--- src/hw/rtl/subevent_block_deframer_unit_macros.svh ---
// Assertion macros for the subevent block deframer.
// Expect i_clk and i_rst_n in the scope of every use.
`ifndef SUBEVENT_BLOCK_DEFRAMER_UNIT_MACROS_SVH
`define SUBEVENT_BLOCK_DEFRAMER_UNIT_MACROS_SVH

// same-cycle implication
`define SBD_ASSERT_NOW(lbl, ante, cons, msg) \
    lbl: assert property (@(posedge i_clk) disable iff (!i_rst_n) (ante) |-> (cons)) \
        else $error(msg);

// next-cycle implication
`define SBD_ASSERT_NEXT(lbl, ante, cons, msg) \
    lbl: assert property (@(posedge i_clk) disable iff (!i_rst_n) (ante) |=> (cons)) \
        else $error(msg);

`endif

--- src/hw/rtl/sbd_pkg.sv ---
// Types, codes and step helpers of the subevent block deframer.
// No dependencies; used by the result channel interface, the step logic and the top level.
package sbd_pkg;

    localparam logic [31:0] MAGIC_WORD = 32'habad1dea;
    localparam logic [15:0] DUMMY_ID   = 16'h5555;
    localparam int unsigned CFG_IDX_W  = 3;
    localparam int unsigned CFG_DATA_W = 16;

    typedef logic [2:0] t_class;
    localparam t_class CLS_BLOCK_HDR = 3'd0;
    localparam t_class CLS_HUB_HDR   = 3'd1;
    localparam t_class CLS_TRIGGER   = 3'd2;
    localparam t_class CLS_SKIPPED   = 3'd3;
    localparam t_class CLS_SYNC      = 3'd4;
    localparam t_class CLS_TDC       = 3'd5;
    localparam t_class CLS_OTHER     = 3'd6;

    typedef logic [1:0] t_kind;
    localparam t_kind KIND_MAGIC = 2'd0;
    localparam t_kind KIND_TDC   = 2'd1;
    localparam t_kind KIND_DUMMY = 2'd2;
    localparam t_kind KIND_NONE  = 2'd3;

    typedef logic [CFG_IDX_W-1:0] t_cfg_idx;
    localparam t_cfg_idx CFG_CTS_ID      = 3'd0;
    localparam t_cfg_idx CFG_HUB_ID_A    = 3'd1;
    localparam t_cfg_idx CFG_HUB_ID_B    = 3'd2;
    localparam t_cfg_idx CFG_TDC_ID_LOW  = 3'd3;
    localparam t_cfg_idx CFG_TDC_ID_HIGH = 3'd4;
    localparam t_cfg_idx CFG_CTS_TDC_EN  = 3'd5;

    typedef enum logic [2:0] {
        PH_HDR  = 3'd0,
        PH_TRIG = 3'd1,
        PH_SKIP = 3'd2,
        PH_MOD  = 3'd3,
        PH_TAIL = 3'd4,
        PH_DATA = 3'd5
    } t_phase;

    typedef struct packed {
        logic [15:0] cts_id;
        logic [15:0] hub_id_a;
        logic [15:0] hub_id_b;
        logic [15:0] tdc_id_low;
        logic [15:0] tdc_id_high;
        logic        cts_tdc_enable;
    } t_cfg;

    localparam t_cfg CFG_RESET = '{
        cts_id:         16'h8000,
        hub_id_a:       16'h0000,
        hub_id_b:       16'h0000,
        tdc_id_low:     16'h0001,
        tdc_id_high:    16'h0000,
        cts_tdc_enable: 1'b0
    };

    typedef struct packed {
        t_phase      phase;
        logic [15:0] block_remaining;
        logic [15:0] hub_budget;
        logic [6:0]  info_skip_left;
        t_kind       module_kind;
        logic [2:0]  module_word_index;
        logic [15:0] current_block_id;
        logic        found;
        logic [31:0] sync_number;
        logic [31:0] sync_state;
        logic [47:0] sync_time;
        logic [31:0] period;
        logic [31:0] length;
        logic [15:0] trigger;
        logic        overrun;
    } t_state;

    localparam t_state STATE_RESET = '{
        phase:             PH_HDR,
        block_remaining:   16'd0,
        hub_budget:        16'd0,
        info_skip_left:    7'd0,
        module_kind:       KIND_MAGIC,
        module_word_index: 3'd0,
        current_block_id:  16'd0,
        found:             1'b0,
        sync_number:       32'd0,
        sync_state:        32'd0,
        sync_time:         48'd0,
        period:            32'd0,
        length:            32'd0,
        trigger:           16'd0,
        overrun:           1'b0
    };

    typedef struct packed {
        t_class      word_class;
        logic [15:0] dest_id;
        logic [31:0] payload;
        logic        end_of_subevent;
        logic        sync_found;
        logic [31:0] sync_number;
        logic [31:0] sync_state_word;
        logic [15:0] trigger_code;
        logic [47:0] sync_time;
        logic [31:0] sync_pulse_period;
        logic [31:0] sync_pulse_length;
        logic        overrun_flag;
    } t_result;

    function automatic t_state consume(t_state s);
        t_state r;
        r = s;
        if (r.block_remaining != 16'd0) begin
            r.block_remaining = r.block_remaining - 16'd1;
        end else begin
            r.overrun = 1'b1;
        end
        return r;
    endfunction

    function automatic t_state enter_tail(t_state s);
        t_state r;
        r = s;
        r.phase = (r.block_remaining != 16'd0) ? PH_TAIL : PH_HDR;
        return r;
    endfunction

    function automatic t_state enter_module(t_state s);
        t_state r;
        r = s;
        r.module_word_index = 3'd0;
        if (r.module_kind == KIND_MAGIC) begin
            r.found       = 1'b0;
            r.sync_number = '0;
            r.sync_state  = '0;
            r.sync_time   = '0;
            r.period      = '0;
            r.length      = '0;
        end
        if (r.module_kind == KIND_NONE) begin
            r = enter_tail(r);
        end else begin
            r.phase = PH_MOD;
        end
        return r;
    endfunction

endpackage

--- src/hw/rtl/sbd_in_if.sv ---
// Input word channel of the subevent block deframer.
// Depends on nothing; carries valid, ready, one payload word and a last flag.
interface sbd_in_if;
    logic        valid;
    logic        ready;
    logic [31:0] word;
    logic        last;

    modport source (output valid, output word, output last, input ready);
    modport sink   (input valid, input word, input last, output ready);
endinterface

--- src/hw/rtl/sbd_out_if.sv ---
// Result channel of the subevent block deframer.
// Depends on sbd_pkg for the word class type.
interface sbd_out_if;
    logic                valid;
    logic                ready;
    sbd_pkg::t_class     word_class;
    logic [15:0]         dest_id;
    logic [31:0]         payload;
    logic                end_of_subevent;
    logic                sync_found;
    logic [31:0]         sync_number;
    logic [31:0]         sync_state_word;
    logic [15:0]         trigger_code;
    logic [47:0]         sync_time;
    logic [31:0]         sync_pulse_period;
    logic [31:0]         sync_pulse_length;
    logic                overrun_flag;

    modport source (output valid, output word_class, output dest_id, output payload,
                    output end_of_subevent, output sync_found, output sync_number,
                    output sync_state_word, output trigger_code, output sync_time,
                    output sync_pulse_period, output sync_pulse_length,
                    output overrun_flag, input ready);
    modport sink   (input valid, input word_class, input dest_id, input payload,
                    input end_of_subevent, input sync_found, input sync_number,
                    input sync_state_word, input trigger_code, input sync_time,
                    input sync_pulse_period, input sync_pulse_length,
                    input overrun_flag, output ready);
endinterface

--- src/hw/rtl/sbd_step.sv ---
// Per-word decode of the subevent block deframer: next state and tagged result.
// Depends on sbd_pkg for state, configuration and result types.
module sbd_step (
    input  sbd_pkg::t_cfg    i_cfg,
    input  sbd_pkg::t_state  i_state,
    input  logic [31:0]      i_word,
    input  logic             i_last,
    output sbd_pkg::t_state  o_state,
    output sbd_pkg::t_result o_res
);
    import sbd_pkg::*;

    t_state      s;
    t_state      n;
    t_class      cls;
    logic [15:0] dest;
    logic [15:0] len;
    logic [15:0] id;
    logic        is_hub;
    logic [2:0]  idx;
    logic        done;

    always_comb begin
        s    = i_state;
        cls  = CLS_SKIPPED;
        dest = s.current_block_id;
        len  = i_word[31:16];
        id   = i_word[15:0];
        idx  = s.module_word_index;
        done = 1'b0;
        is_hub = ((i_cfg.hub_id_a != 16'd0) && (id == i_cfg.hub_id_a)) ||
                 ((i_cfg.hub_id_b != 16'd0) && (id == i_cfg.hub_id_b));

        // drop out of the magic-word module when its first word is no magic word
        if ((s.phase == PH_MOD) && (s.module_kind == KIND_MAGIC) &&
            (s.module_word_index == 3'd0) && (i_word != MAGIC_WORD)) begin
            s = enter_tail(s);
        end
        n = s;

        case (s.phase)
            PH_HDR: begin
                dest = id;
                if (is_hub) begin
                    cls = CLS_HUB_HDR;
                    n.hub_budget = (s.hub_budget == 16'd0) ? len : s.hub_budget - 16'd1;
                end else begin
                    cls = CLS_BLOCK_HDR;
                    if (s.hub_budget != 16'd0) begin
                        if (len >= s.hub_budget) begin
                            n.overrun = 1'b1;
                            len = s.hub_budget - 16'd1;
                        end
                        n.hub_budget = s.hub_budget - (len + 16'd1);
                    end
                    n.current_block_id = id;
                    n.block_remaining  = len;
                    if (id == i_cfg.cts_id) begin
                        n.phase = PH_TRIG;
                    end else begin
                        if ((id >= i_cfg.tdc_id_low) && (id <= i_cfg.tdc_id_high)) begin
                            n.module_kind = KIND_TDC;
                        end else if (id == DUMMY_ID) begin
                            n.module_kind = KIND_DUMMY;
                        end else begin
                            n.module_kind = KIND_MAGIC;
                        end
                        n.phase = (len != 16'd0) ? PH_DATA : PH_HDR;
                    end
                end
            end
            PH_TRIG: begin
                cls = CLS_TRIGGER;
                n.trigger     = i_word[15:0];
                n.module_kind = i_word[29:28];
                n.info_skip_left = 7'({i_word[19:16], 1'b0}) + 7'({i_word[23:20], 1'b0})
                                 + 7'({i_word[25], 1'b0}) + 7'({i_word[26], 1'b0})
                                 + 7'(i_word[26]) + 7'(i_word[27]);
                n = consume(n);
                if (n.info_skip_left != 7'd0) begin
                    n.phase = PH_SKIP;
                end else begin
                    n = enter_module(n);
                end
            end
            PH_SKIP: begin
                cls = CLS_SKIPPED;
                n = consume(n);
                if (n.info_skip_left != 7'd0) begin
                    n.info_skip_left = n.info_skip_left - 7'd1;
                end
                if (n.info_skip_left == 7'd0) begin
                    n = enter_module(n);
                end
            end
            PH_MOD: begin
                cls = CLS_SYNC;
                n = consume(n);
                case (s.module_kind)
                    KIND_MAGIC: begin
                        case (idx)
                            3'd0: n.found = 1'b1;
                            3'd1: begin
                                n.sync_number = {16'd0, i_word[31:16]};
                                n.sync_state  = '0;
                                n.sync_time   = {i_word[15:0], s.sync_time[31:0]};
                            end
                            3'd2: n.sync_time = {s.sync_time[47:32], i_word};
                            3'd3: n.period = i_word;
                            default: begin
                                n.length = i_word;
                                done = 1'b1;
                            end
                        endcase
                    end
                    KIND_TDC: begin
                        n.sync_number = {8'd0, i_word[23:0]};
                        n.sync_state  = {24'd0, i_word[31:24]};
                        n.found = 1'b1;
                        done = 1'b1;
                    end
                    default: begin
                        if (idx == 3'd0) begin
                            n.sync_number = i_word;
                            n.found = 1'b1;
                        end else if (idx == 3'd1) begin
                            n.sync_state = i_word;
                        end else begin
                            cls = CLS_SKIPPED;
                            done = (idx >= 3'd3);
                        end
                    end
                endcase
                if (done) begin
                    n.module_word_index = 3'd0;
                    n = enter_tail(n);
                end else begin
                    n.module_word_index = idx + 3'd1;
                end
            end
            PH_TAIL: begin
                cls = i_cfg.cts_tdc_enable ? CLS_TDC : CLS_SKIPPED;
                if (n.block_remaining != 16'd0) begin
                    n.block_remaining = n.block_remaining - 16'd1;
                end
                if (n.block_remaining == 16'd0) begin
                    n.phase = PH_HDR;
                end
            end
            default: begin
                case (s.module_kind)
                    KIND_TDC:   cls = CLS_TDC;
                    KIND_DUMMY: cls = CLS_OTHER;
                    default:    cls = CLS_SKIPPED;
                endcase
                if (n.block_remaining != 16'd0) begin
                    n.block_remaining = n.block_remaining - 16'd1;
                end
                if (n.block_remaining == 16'd0) begin
                    n.phase = PH_HDR;
                end
            end
        endcase

        o_res.word_class        = cls;
        o_res.dest_id           = dest;
        o_res.payload           = i_word;
        o_res.end_of_subevent   = i_last;
        o_res.sync_found        = n.found;
        o_res.sync_number       = n.sync_number;
        o_res.sync_state_word   = n.sync_state;
        o_res.trigger_code      = n.trigger;
        o_res.sync_time         = n.sync_time;
        o_res.sync_pulse_period = n.period;
        o_res.sync_pulse_length = n.length;
        o_res.overrun_flag      = n.overrun;

        // close the subevent, keep the held sync values
        o_state = n;
        if (i_last) begin
            o_state.phase             = PH_HDR;
            o_state.block_remaining   = 16'd0;
            o_state.hub_budget        = 16'd0;
            o_state.info_skip_left    = 7'd0;
            o_state.module_kind       = KIND_MAGIC;
            o_state.module_word_index = 3'd0;
            o_state.current_block_id  = 16'd0;
            o_state.found             = 1'b0;
            o_state.overrun           = 1'b0;
            o_state.trigger           = 16'd0;
        end
    end

endmodule

--- src/hw/rtl/subevent_block_deframer_unit.sv ---
// Path: an accepted word is held in the input register, then in the result register.
// Throughput: one word per cycle unless the output stalls; decode between the input and
// result registers is combinational, and the result register frees while it is taken.
// Reset (synchronous, active low): configuration, state and valid registers return to
// their defaults, the decoder expects a block header and all held sync values are cleared.
`include "subevent_block_deframer_unit_macros.svh"

module subevent_block_deframer_unit (
    input  logic                        i_clk,
    input  logic                        i_rst_n,
    input  logic                        i_cfg_we,
    input  sbd_pkg::t_cfg_idx           i_cfg_index,
    input  logic [sbd_pkg::CFG_DATA_W-1:0] i_cfg_data,
    sbd_in_if.sink                      i_in,
    sbd_out_if.source                   o_out
);
    import sbd_pkg::*;

    t_cfg        r_cfg;
    t_state      r_state;
    t_state      n_state;
    t_result     r_res;
    t_result     n_res;
    logic        r_in_valid;
    logic [31:0] r_in_word;
    logic        r_in_last;
    logic        r_out_valid;
    logic        adv;

    assign adv        = r_in_valid && (!r_out_valid || o_out.ready);
    assign i_in.ready = !r_in_valid || adv;

    always_ff @(posedge i_clk) begin
        if (!i_rst_n) begin
            r_cfg <= CFG_RESET;
        end else if (i_cfg_we) begin
            case (i_cfg_index)
                CFG_CTS_ID:      r_cfg.cts_id         <= i_cfg_data;
                CFG_HUB_ID_A:    r_cfg.hub_id_a       <= i_cfg_data;
                CFG_HUB_ID_B:    r_cfg.hub_id_b       <= i_cfg_data;
                CFG_TDC_ID_LOW:  r_cfg.tdc_id_low     <= i_cfg_data;
                CFG_TDC_ID_HIGH: r_cfg.tdc_id_high    <= i_cfg_data;
                CFG_CTS_TDC_EN:  r_cfg.cts_tdc_enable <= i_cfg_data[0];
                default: ;
            endcase
        end
    end

    always_ff @(posedge i_clk) begin
        if (!i_rst_n) begin
            r_in_valid <= 1'b0;
        end else if (i_in.ready) begin
            r_in_valid <= i_in.valid;
        end
    end

    always_ff @(posedge i_clk) begin
        if (i_in.valid && i_in.ready) begin
            r_in_word <= i_in.word;
            r_in_last <= i_in.last;
        end
    end

    sbd_step u_step (
        .i_cfg   (r_cfg),
        .i_state (r_state),
        .i_word  (r_in_word),
        .i_last  (r_in_last),
        .o_state (n_state),
        .o_res   (n_res)
    );

    always_ff @(posedge i_clk) begin
        if (!i_rst_n) begin
            r_state     <= STATE_RESET;
            r_out_valid <= 1'b0;
        end else if (adv) begin
            r_state     <= n_state;
            r_out_valid <= 1'b1;
        end else if (o_out.ready) begin
            r_out_valid <= 1'b0;
        end
    end

    always_ff @(posedge i_clk) begin
        if (adv) begin
            r_res <= n_res;
        end
    end

    assign o_out.valid             = r_out_valid;
    assign o_out.word_class        = r_res.word_class;
    assign o_out.dest_id           = r_res.dest_id;
    assign o_out.payload           = r_res.payload;
    assign o_out.end_of_subevent   = r_res.end_of_subevent;
    assign o_out.sync_found        = r_res.sync_found;
    assign o_out.sync_number       = r_res.sync_number;
    assign o_out.sync_state_word   = r_res.sync_state_word;
    assign o_out.trigger_code      = r_res.trigger_code;
    assign o_out.sync_time         = r_res.sync_time;
    assign o_out.sync_pulse_period = r_res.sync_pulse_period;
    assign o_out.sync_pulse_length = r_res.sync_pulse_length;
    assign o_out.overrun_flag      = r_res.overrun_flag;

    `SBD_ASSERT_NEXT(a_adv_fills_out, adv, r_out_valid, "decoded word did not reach the result register")
    `SBD_ASSERT_NEXT(a_in_held, r_in_valid && !adv, r_in_valid && $stable(r_in_word), "stalled input word was lost")
    `SBD_ASSERT_NEXT(a_last_clears, adv && r_in_last, (r_state.phase == PH_HDR) && (r_state.hub_budget == 16'd0) && !r_state.found && !r_state.overrun, "subevent end did not clear the state")
    `SBD_ASSERT_NOW(a_skip_phase, r_state.info_skip_left != 7'd0, r_state.phase == PH_SKIP, "info skip count left outside the skip phase")

endmodule
--- src/flat_wrapper.sv ---
// flat-port wrapper written by rule: the top's interface ports become plain ports
module subevent_block_deframer_unit_flat import sbd_pkg::*;
  (i_clk, i_rst_n, i_cfg_we, i_cfg_index, i_cfg_data, i_in_valid, i_in_word, i_in_last, i_in_ready, o_out_valid, o_out_word_class, o_out_dest_id, o_out_payload, o_out_end_of_subevent, o_out_sync_found, o_out_sync_number, o_out_sync_state_word, o_out_trigger_code, o_out_sync_time, o_out_sync_pulse_period, o_out_sync_pulse_length, o_out_overrun_flag, o_out_ready);
  sbd_in_if i_in_i ();
  sbd_out_if o_out_i ();
  input  logic i_clk;
  input  logic i_rst_n;
  input  logic i_cfg_we;
  input  sbd_pkg::t_cfg_idx i_cfg_index;
  input  logic [sbd_pkg::CFG_DATA_W-1:0] i_cfg_data;
  input wire logic [$bits(i_in_i.valid)-1:0] i_in_valid;
  input wire logic [$bits(i_in_i.word)-1:0] i_in_word;
  input wire logic [$bits(i_in_i.last)-1:0] i_in_last;
  output wire logic [$bits(i_in_i.ready)-1:0] i_in_ready;
  output wire logic [$bits(o_out_i.valid)-1:0] o_out_valid;
  output wire logic [$bits(o_out_i.word_class)-1:0] o_out_word_class;
  output wire logic [$bits(o_out_i.dest_id)-1:0] o_out_dest_id;
  output wire logic [$bits(o_out_i.payload)-1:0] o_out_payload;
  output wire logic [$bits(o_out_i.end_of_subevent)-1:0] o_out_end_of_subevent;
  output wire logic [$bits(o_out_i.sync_found)-1:0] o_out_sync_found;
  output wire logic [$bits(o_out_i.sync_number)-1:0] o_out_sync_number;
  output wire logic [$bits(o_out_i.sync_state_word)-1:0] o_out_sync_state_word;
  output wire logic [$bits(o_out_i.trigger_code)-1:0] o_out_trigger_code;
  output wire logic [$bits(o_out_i.sync_time)-1:0] o_out_sync_time;
  output wire logic [$bits(o_out_i.sync_pulse_period)-1:0] o_out_sync_pulse_period;
  output wire logic [$bits(o_out_i.sync_pulse_length)-1:0] o_out_sync_pulse_length;
  output wire logic [$bits(o_out_i.overrun_flag)-1:0] o_out_overrun_flag;
  input wire logic [$bits(o_out_i.ready)-1:0] o_out_ready;
  assign i_in_i.valid = i_in_valid;
  assign i_in_i.word = i_in_word;
  assign i_in_i.last = i_in_last;
  assign i_in_ready = i_in_i.ready;
  assign o_out_valid = o_out_i.valid;
  assign o_out_word_class = o_out_i.word_class;
  assign o_out_dest_id = o_out_i.dest_id;
  assign o_out_payload = o_out_i.payload;
  assign o_out_end_of_subevent = o_out_i.end_of_subevent;
  assign o_out_sync_found = o_out_i.sync_found;
  assign o_out_sync_number = o_out_i.sync_number;
  assign o_out_sync_state_word = o_out_i.sync_state_word;
  assign o_out_trigger_code = o_out_i.trigger_code;
  assign o_out_sync_time = o_out_i.sync_time;
  assign o_out_sync_pulse_period = o_out_i.sync_pulse_period;
  assign o_out_sync_pulse_length = o_out_i.sync_pulse_length;
  assign o_out_overrun_flag = o_out_i.overrun_flag;
  assign o_out_i.ready = o_out_ready;
  subevent_block_deframer_unit u_core (.i_clk(i_clk), .i_rst_n(i_rst_n), .i_cfg_we(i_cfg_we), .i_cfg_index(i_cfg_index), .i_cfg_data(i_cfg_data), .i_in(i_in_i), .o_out(o_out_i));
endmodule
--- config.mk ---
export PLATFORM = sky130hd
export DESIGN_NAME = subevent_block_deframer_unit_flat
export DESIGN_NICKNAME = d
export VERILOG_FILES = /design/src/hw/rtl/sbd_pkg.sv /design/src/hw/rtl/sbd_in_if.sv /design/src/hw/rtl/sbd_out_if.sv /design/src/hw/rtl/sbd_step.sv /design/src/hw/rtl/subevent_block_deframer_unit.sv /design/src/flat_wrapper.sv
export VERILOG_INCLUDE_DIRS = /design/src /design/src/hw/rtl
export SDC_FILE = /design/constraint.sdc
export NUM_CORES = 1
export LEC_CHECK = 0
export BUFFER_PORTS_ARGS = -buffer_cell sky130_fd_sc_hd__buf_2
export CAP_MARGIN = 20
export CORE_MARGIN = 1
export CORE_UTILIZATION = 61
export CTS_BUF_LIST = sky130_fd_sc_hd__clkbuf_4
export DETAILED_ROUTE_END_ITERATION = 7
export PLACE_DENSITY = 0.83
export SLEW_MARGIN = 5
export SYNTH_ARGS = -nofsm -noshare
export SYNTH_HDL_FRONTEND = slang
export SYNTH_SLANG_ARGS = --single-unit
export TNS_END_PERCENT = 1
--- constraint.sdc ---
create_clock -name i_clk -period 15.92 [get_ports i_clk]
set_input_delay 3.184 -clock i_clk [delete_from_list [all_inputs] [get_ports i_clk]]
set_output_delay 3.184 -clock i_clk [all_outputs]
set_load 0.02 [all_outputs]
# After elaboration in Yosys (flattened, before gate mapping)
# Cells that the tools add are included.
dict set report word_totals {
  reg_bits 619
  wordCells 199
}
dict set report classes {
  addsub 11
  order_cmp 4
  eq_ne 22
  n_mux 81
  reduce_logical 44
}
# op n
set ops {}
lappend ops {{$pmux W193 S3} 1}
lappend ops {{$mux W257} 2}
lappend ops {{$mux W177} 2}
lappend ops {{$mux W16} 18}
lappend ops {{$mux W213} 1}
lappend ops {{$reduce_bool A16 Y1} 9}
lappend ops {{$pmux W65 S2} 1}
lappend ops {{$mux W32} 4}
lappend ops {{$mux W64} 2}
lappend ops {{$mux W112} 1}
lappend ops {{$pmux W48 S2} 1}
lappend ops {{$pmux W19 S5} 1}
lappend ops {{$pmux W16 S4} 1}
lappend ops {{$eq A16 B16 Y1} 3}
lappend ops {{$logic_not A16 Y1} 3}
lappend ops {{$mux W3} 16}
lappend ops {{$pmux W16 S3} 1}
lappend ops {{$mux W44} 1}
lappend ops {{$mux W33} 1}
lappend ops {{$ge A16 B16 Y1} 2}
lappend ops {{$ne A32 B32 Y1 const B} 1}
lappend ops {{$sub A16 B1 Y16 const B} 2}
lappend ops {{$eq A3 B2 Y1 const B} 7}
lappend ops {{$pmux W7 S3} 1}
lappend ops {{38 further kinds} 80}

# Logic depth before layout (Yosys ltp)
dict set report depth {
  ltp_word 19
  mapped_depth 21
  ltp_nobuf 20
}

# By module
# A second synthesis with hierarchy kept.
dict set report unflattened {
  cells_unflattened 3394
  hier_area_um2 32353.5
}
# mod instances cells_per_inst area_per_inst_um2 seq_area_each_um2
set modules_own_cells {}
lappend modules_own_cells {subevent_block_deframer_unit 1 1694 21425.5 15184.6}
lappend modules_own_cells {sbd_step 1 1700 10928.0 0.0}

# Worst setup path before layout
# Ideal clock, no wire load.
dict set report synth_timing {
  path_type {input -> register}
  from {in o_out_ready}
  to {reg u_core.r_state[130] (netlist name)}
  t_arrival_ps 12435
  slack_ps 3411
  cell_stages 8
  path_buffers 3
  cell_sequence {nor2b_1 > nand2b_1 > clkbuf_1 > inv_2 > clkbuf_1 > nand3_1 > clkbuf_1 > o2bb2ai_1}
}
dict set report synth_via {
  elab_chain_len 2
}
# element line
set synth_lines {}
lappend synth_lines {{start: declaration} flat_wrapper.sv:28} ;# input wire logic [$bits(o_out_i.ready)-1:0] o_out_ready;
lappend synth_lines {{$logic_or A1 B1 Y1} subevent_block_deframer_unit.sv:30} ;# assign adv = r_in_valid && (!r_out_valid || o_out.ready);
lappend synth_lines {{$logic_and A1 B1 Y1} subevent_block_deframer_unit.sv:30}
lappend synth_lines {{net u_core.adv} subevent_block_deframer_unit.sv:28} ;# logic adv;
lappend synth_lines {{end signal: assignment} subevent_block_deframer_unit.sv:78} ;# r_state <= n_state;
lappend synth_lines {{end: declaration} subevent_block_deframer_unit.sv:20} ;# t_state r_state;
# The timed path passes the listed nets, and every way through them passes these cells.
# A chain may end at the register's enable or synchronous reset.

# Worst setup path after layout
dict set report layout_timing {
  from {in o_out_ready}
  to {out i_in_ready}
}
dict set report layout_via {
  elab_chain_len 3
}
# element line
set layout_lines {}
lappend layout_lines {{$logic_or A1 B1 Y1} subevent_block_deframer_unit.sv:30}
lappend layout_lines {{$logic_and A1 B1 Y1} subevent_block_deframer_unit.sv:30}
lappend layout_lines {{$logic_or A1 B1 Y1} subevent_block_deframer_unit.sv:31} ;# assign i_in.ready = !r_in_valid || adv;
lappend layout_lines {{end: declaration} flat_wrapper.sv:14} ;# output wire logic [$bits(i_in_i.ready)-1:0] i_in_ready;
# No other way between the ends.

==> results.py <==
metrics = {
    "timing": {
        "post-route-min-period_ns": 6.99,
        "final_critical_path_setup_slack_ns": 8.93,
        "final_min_period_over_clock_period": 0.439,
        "final-max-slew-violation-count": 0,
        "fmax_ghz": 0.143,
        "rsz0062_at_grt": "no",
        "hold_viol_final": 0,
        "worst_pin_slew_ns": 1.07,
        "setup_viol_count_final": 0,
        "setup_total_negative_slack_ns": 0,
        "timing.clock.skew_ns": 0.0448,
        "slew-limit-headroom": 0.281,
    },
    "routing": {
        "drc": 0,
        "first_pass_iters": 8,
        "routed-via-count": 23904,
        "antenna_violating_nets_left": 0,
        "route.detailed.vias_per_inst": 6.47,
        "drt-total-wl_mm": 84.4,
        "wl_per_cell_um": 22.8,
        "drtIter0Drc": 3025,
    },
    "setup_path": {
        "worstPathRequired_ns": 12.74,
        "crit_arrival_ns": 3.81,
        "worstSetupPathType": "in -> out",
        "timing.critical_path.from_type": "primary input",
        "worstSetupEndpointType": "primary output",
        "cp_max_fo": 4,
    },
    "grt": {
        "antenna_found_initial": 2,
        "pin_count_of_the_biggest_net_entering_global_routing": 106,
        "first_global_vias": 22957,
        "grt_overflow_total": 0,
        "gr-usage-all-layers": 0.356,
        "grt_first_pass_wirelength_mm": 127,
    },
    "logic_synthesis": {
        "async_flop_share": 0,
        "post_synth.cell_area_avg_um2": 10.4,
        "post-synth-top-area-fraction": 0.304,
        "postSynthRegisterBits": 619,
        "yosys_warnings": 0,
        "post_synthesis_sequential_area_ratio": 0.550,
        "synth_fp_nets": 2792,
        "synth-main-ff-cell": "sky130_fd_sc_hd__dfxtp_1",
        "synthCells": 2645,
        "yosysUniqueCellTypes": 82,
        "synth_enable_flop_cells": 279,
        "synth_top_cells_by_area": "sky130_fd_sc_hd__edfxtp_1, sky130_fd_sc_hd__dfxtp_1, sky130_fd_sc_hd__o2bb2ai_1, sky130_fd_sc_hd__nand2_1, sky130_fd_sc_hd__a22o_1",
        "syn_area_um2": 27600,
        "most_area_hungry_cell_type_in_the_yosys_netlist": "sky130_fd_sc_hd__edfxtp_1",
    },
    "pwr": {
        "total_leakage_power_nw": 12.2,
        "vdd_ir_drop_max_mv": 0.0770,
        "power_density_nw_per_um2": 109,
    },
    "floorplanning": {
        "top_level_i_o_count": 305,
        "dieHeight_um": 215,
        "standard_cell_rows": 77,
        "floorplan.die_area_um2": 46100,
        "initial_core_util": 0.622,
        "core_um2": 44400,
        "die_x_um": 215,
    },
    "clock_network": {
        "cts.repair_timing.setup_buffer_count": 0,
        "clock-sinks": 619,
        "cts_root_buf": "sky130_fd_sc_hd__clkbuf_4",
        "tritoncts_clock_tree": "built",
        "cts_max_path_buffers": 3,
        "ctsResizeCount": 0,
        "cts-htree-levels": 4,
        "cts.reportedPaths.clkPinSlew_ns": 0.06,
        "cts_inserted_buffers": 152,
        "postCtsHoldBufs": 0,
        "insertion_delay_ns": 0.97,
    },
    "finish": {
        "area_growth_syn_to_fin_pct": 15.4,
        "layout.core_utilization": 0.717,
        "drive_above_1_share": 0.217,
        "final_nets": 3123,
        "finalInstanceArea_um2": 31800,
        "non_filler_instance_count_after_layout": 3695,
    },
    "run_status": {
        "outcome": "finished, final reports clean",
    },
    "run": {
        "max_cap_viol_count": 0,
    },
    "place": {
        "pre_cts_setup_slack_ns": 8.96,
        "dp_hpwl_mm": 53.9,
        "port_buffers": 304,
        "post-place-cells": 3406,
        "placement.cell_area_um2": 29700,
        "place.gp.congestion": 0.957,
    },
    "worst_hold_path": {
        "hp-class": "reg -> reg",
    },
}
per-layer routing:
metal	global-route usage	vias to the layer above	share of wire
li1	-	10592	-
met1	0.457	11275	0.38
met2	0.548	1719	0.46
met3	0.0968	318	0.12
met4	0.190	0	0.045
met5	0	-	0
cell families (layout without fill, tap and decap cells):
family,count (synthesis),after routing,synth area share
buffers and inverters,281,735,0.0394
and+or+nand+nor,757,757,0.123
muxes,5,5,0.00186
adders and majority gates,90,90,0.0416
AOI/OAI and AO/OA,809,809,0.217
other,0,4,0
DFF,619,619,0.550
xor gates and xnor gates,84,84,0.0267
power breakdown:
part | internal, mW | switching [mW]
Clock | 0.710 | 0.648
Combinational | 0.119 | 0.278
Sequential | 1.70 | 0.0226
Total | 2.53 | 0.948
critical path, stage by stage:
cell and delay, ns:
sky130_fd_sc_hd__buf_2 0.10, sky130_fd_sc_hd__nor2b_1 0.21, sky130_fd_sc_hd__nand2_1 0.13, sky130_fd_sc_hd__buf_2 0.18
synthesized netlist by cell type (all sizes together), types with 8 or more instances:
cell,n
nand2,408
o2bb2ai,179
a21oi,168
nor2b,16
xor2,23
o211ai,25
and3,9
a21o,19
ha,87
a22o,167
a211oi,11
nor4,33
nand4,22
and2,9
xnor2,61
buf,25
a31oi,9
o21a,10
nor3,32
nand2b,10
a22oi,52
or4,8
clkbuf,175
o21ai,85
inv,80
o31ai,9
dfxtp,340
or3,22
nor2,125
nand3,36
a222oi,11
edfxtp,279
worst paths after layout:
path / startpoint / end / slack [ns] / depth (start not counted)
max: o_out_ready / i_in_ready / 8.93 / 4
min: u_core.r_cfg[32]$_SDFFE_PN0P_ / u_core.r_cfg[32]$_SDFFE_PN0P_ / 0.45 / 2
max reg2reg: u_core.r_in_word[25]$_DFFE_PP_ / u_core.r_state[236]$_SDFFE_PN0P_ / 10.63 / 19
min reg2reg: u_core.r_cfg[32]$_SDFFE_PN0P_ / u_core.r_cfg[32]$_SDFFE_PN0P_ / 0.45 / 2
layout make-up:
| class | instances | area, um2 |
|---|---|---|
| fill | 3046 | 12600 |
| multi-input combinational | 1745 | 11400 |
| antenna | 4 | 10.0 |
| clock inverter | 41 | 234 |
| sequential | 619 | 15200 |
| tap | 592 | 741 |
| timing repair buffer | 377 | 2190 |
| inverter | 81 | 314 |
| clock buffer | 236 | 1770 |
registers in the layout, indices dropped and copies added (netlist names):
name,cells
u_core.o_out.payload,32
u_core.o_out.sync_time,48
u_core.o_out.trigger_code,16
u_core.o_out.sync_pulse_period,32
u_core.o_out.word_class,3
u_core.o_out.valid,1
u_core.r_cfg,81
u_core.r_in_last,1
u_core.o_out.dest_id,16
u_core.r_in_valid,1
u_core.o_out.sync_found,1
u_core.o_out.overrun_flag,1
u_core.o_out.sync_number,32
u_core.o_out.sync_state_word,32
u_core.o_out.sync_pulse_length,32
u_core.r_state,257
u_core.o_out.end_of_subevent,1
u_core.r_in_word,32
stage by stage:
stage	hold slack (ns)	power (mW)
final	0.454	3.48
after global routing	0.473	3.60
after CTS	0.455	3.48
after detailed placement	0.446	2.14
after global placement	0.441	2.13
after floorplan	0.433	2.02
layout by cell type, fill, tap and decap left out, types with 10 or more instances in the layout:
master and count:
sky130_fd_sc_hd__ha_1 87, sky130_fd_sc_hd__nand4_1 22, sky130_fd_sc_hd__o211ai_1 25, sky130_fd_sc_hd__a211oi_1 11, sky130_fd_sc_hd__dfxtp_1 340, sky130_fd_sc_hd__clkbuf_4 236, sky130_fd_sc_hd__a21o_1 19, sky130_fd_sc_hd__buf_2 304
sky130_fd_sc_hd__edfxtp_1 279, sky130_fd_sc_hd__nor3_1 28, sky130_fd_sc_hd__xnor2_1 61, sky130_fd_sc_hd__nand3_1 35, sky130_fd_sc_hd__o21ai_0 77, sky130_fd_sc_hd__or3_1 22, sky130_fd_sc_hd__a21oi_1 167, sky130_fd_sc_hd__a222oi_1 11
sky130_fd_sc_hd__a22o_1 167, sky130_fd_sc_hd__nor2b_1 16, sky130_fd_sc_hd__xor2_1 23, sky130_fd_sc_hd__o21a_1 10, sky130_fd_sc_hd__nor4_1 32, sky130_fd_sc_hd__nor2_1 119, sky130_fd_sc_hd__inv_1 79, sky130_fd_sc_hd__nand2_1 408
sky130_fd_sc_hd__clkinv_1 24, sky130_fd_sc_hd__o2bb2ai_1 179, sky130_fd_sc_hd__a22oi_1 52, sky130_fd_sc_hd__buf_4 65
Power figures use the tool's default switching activity.
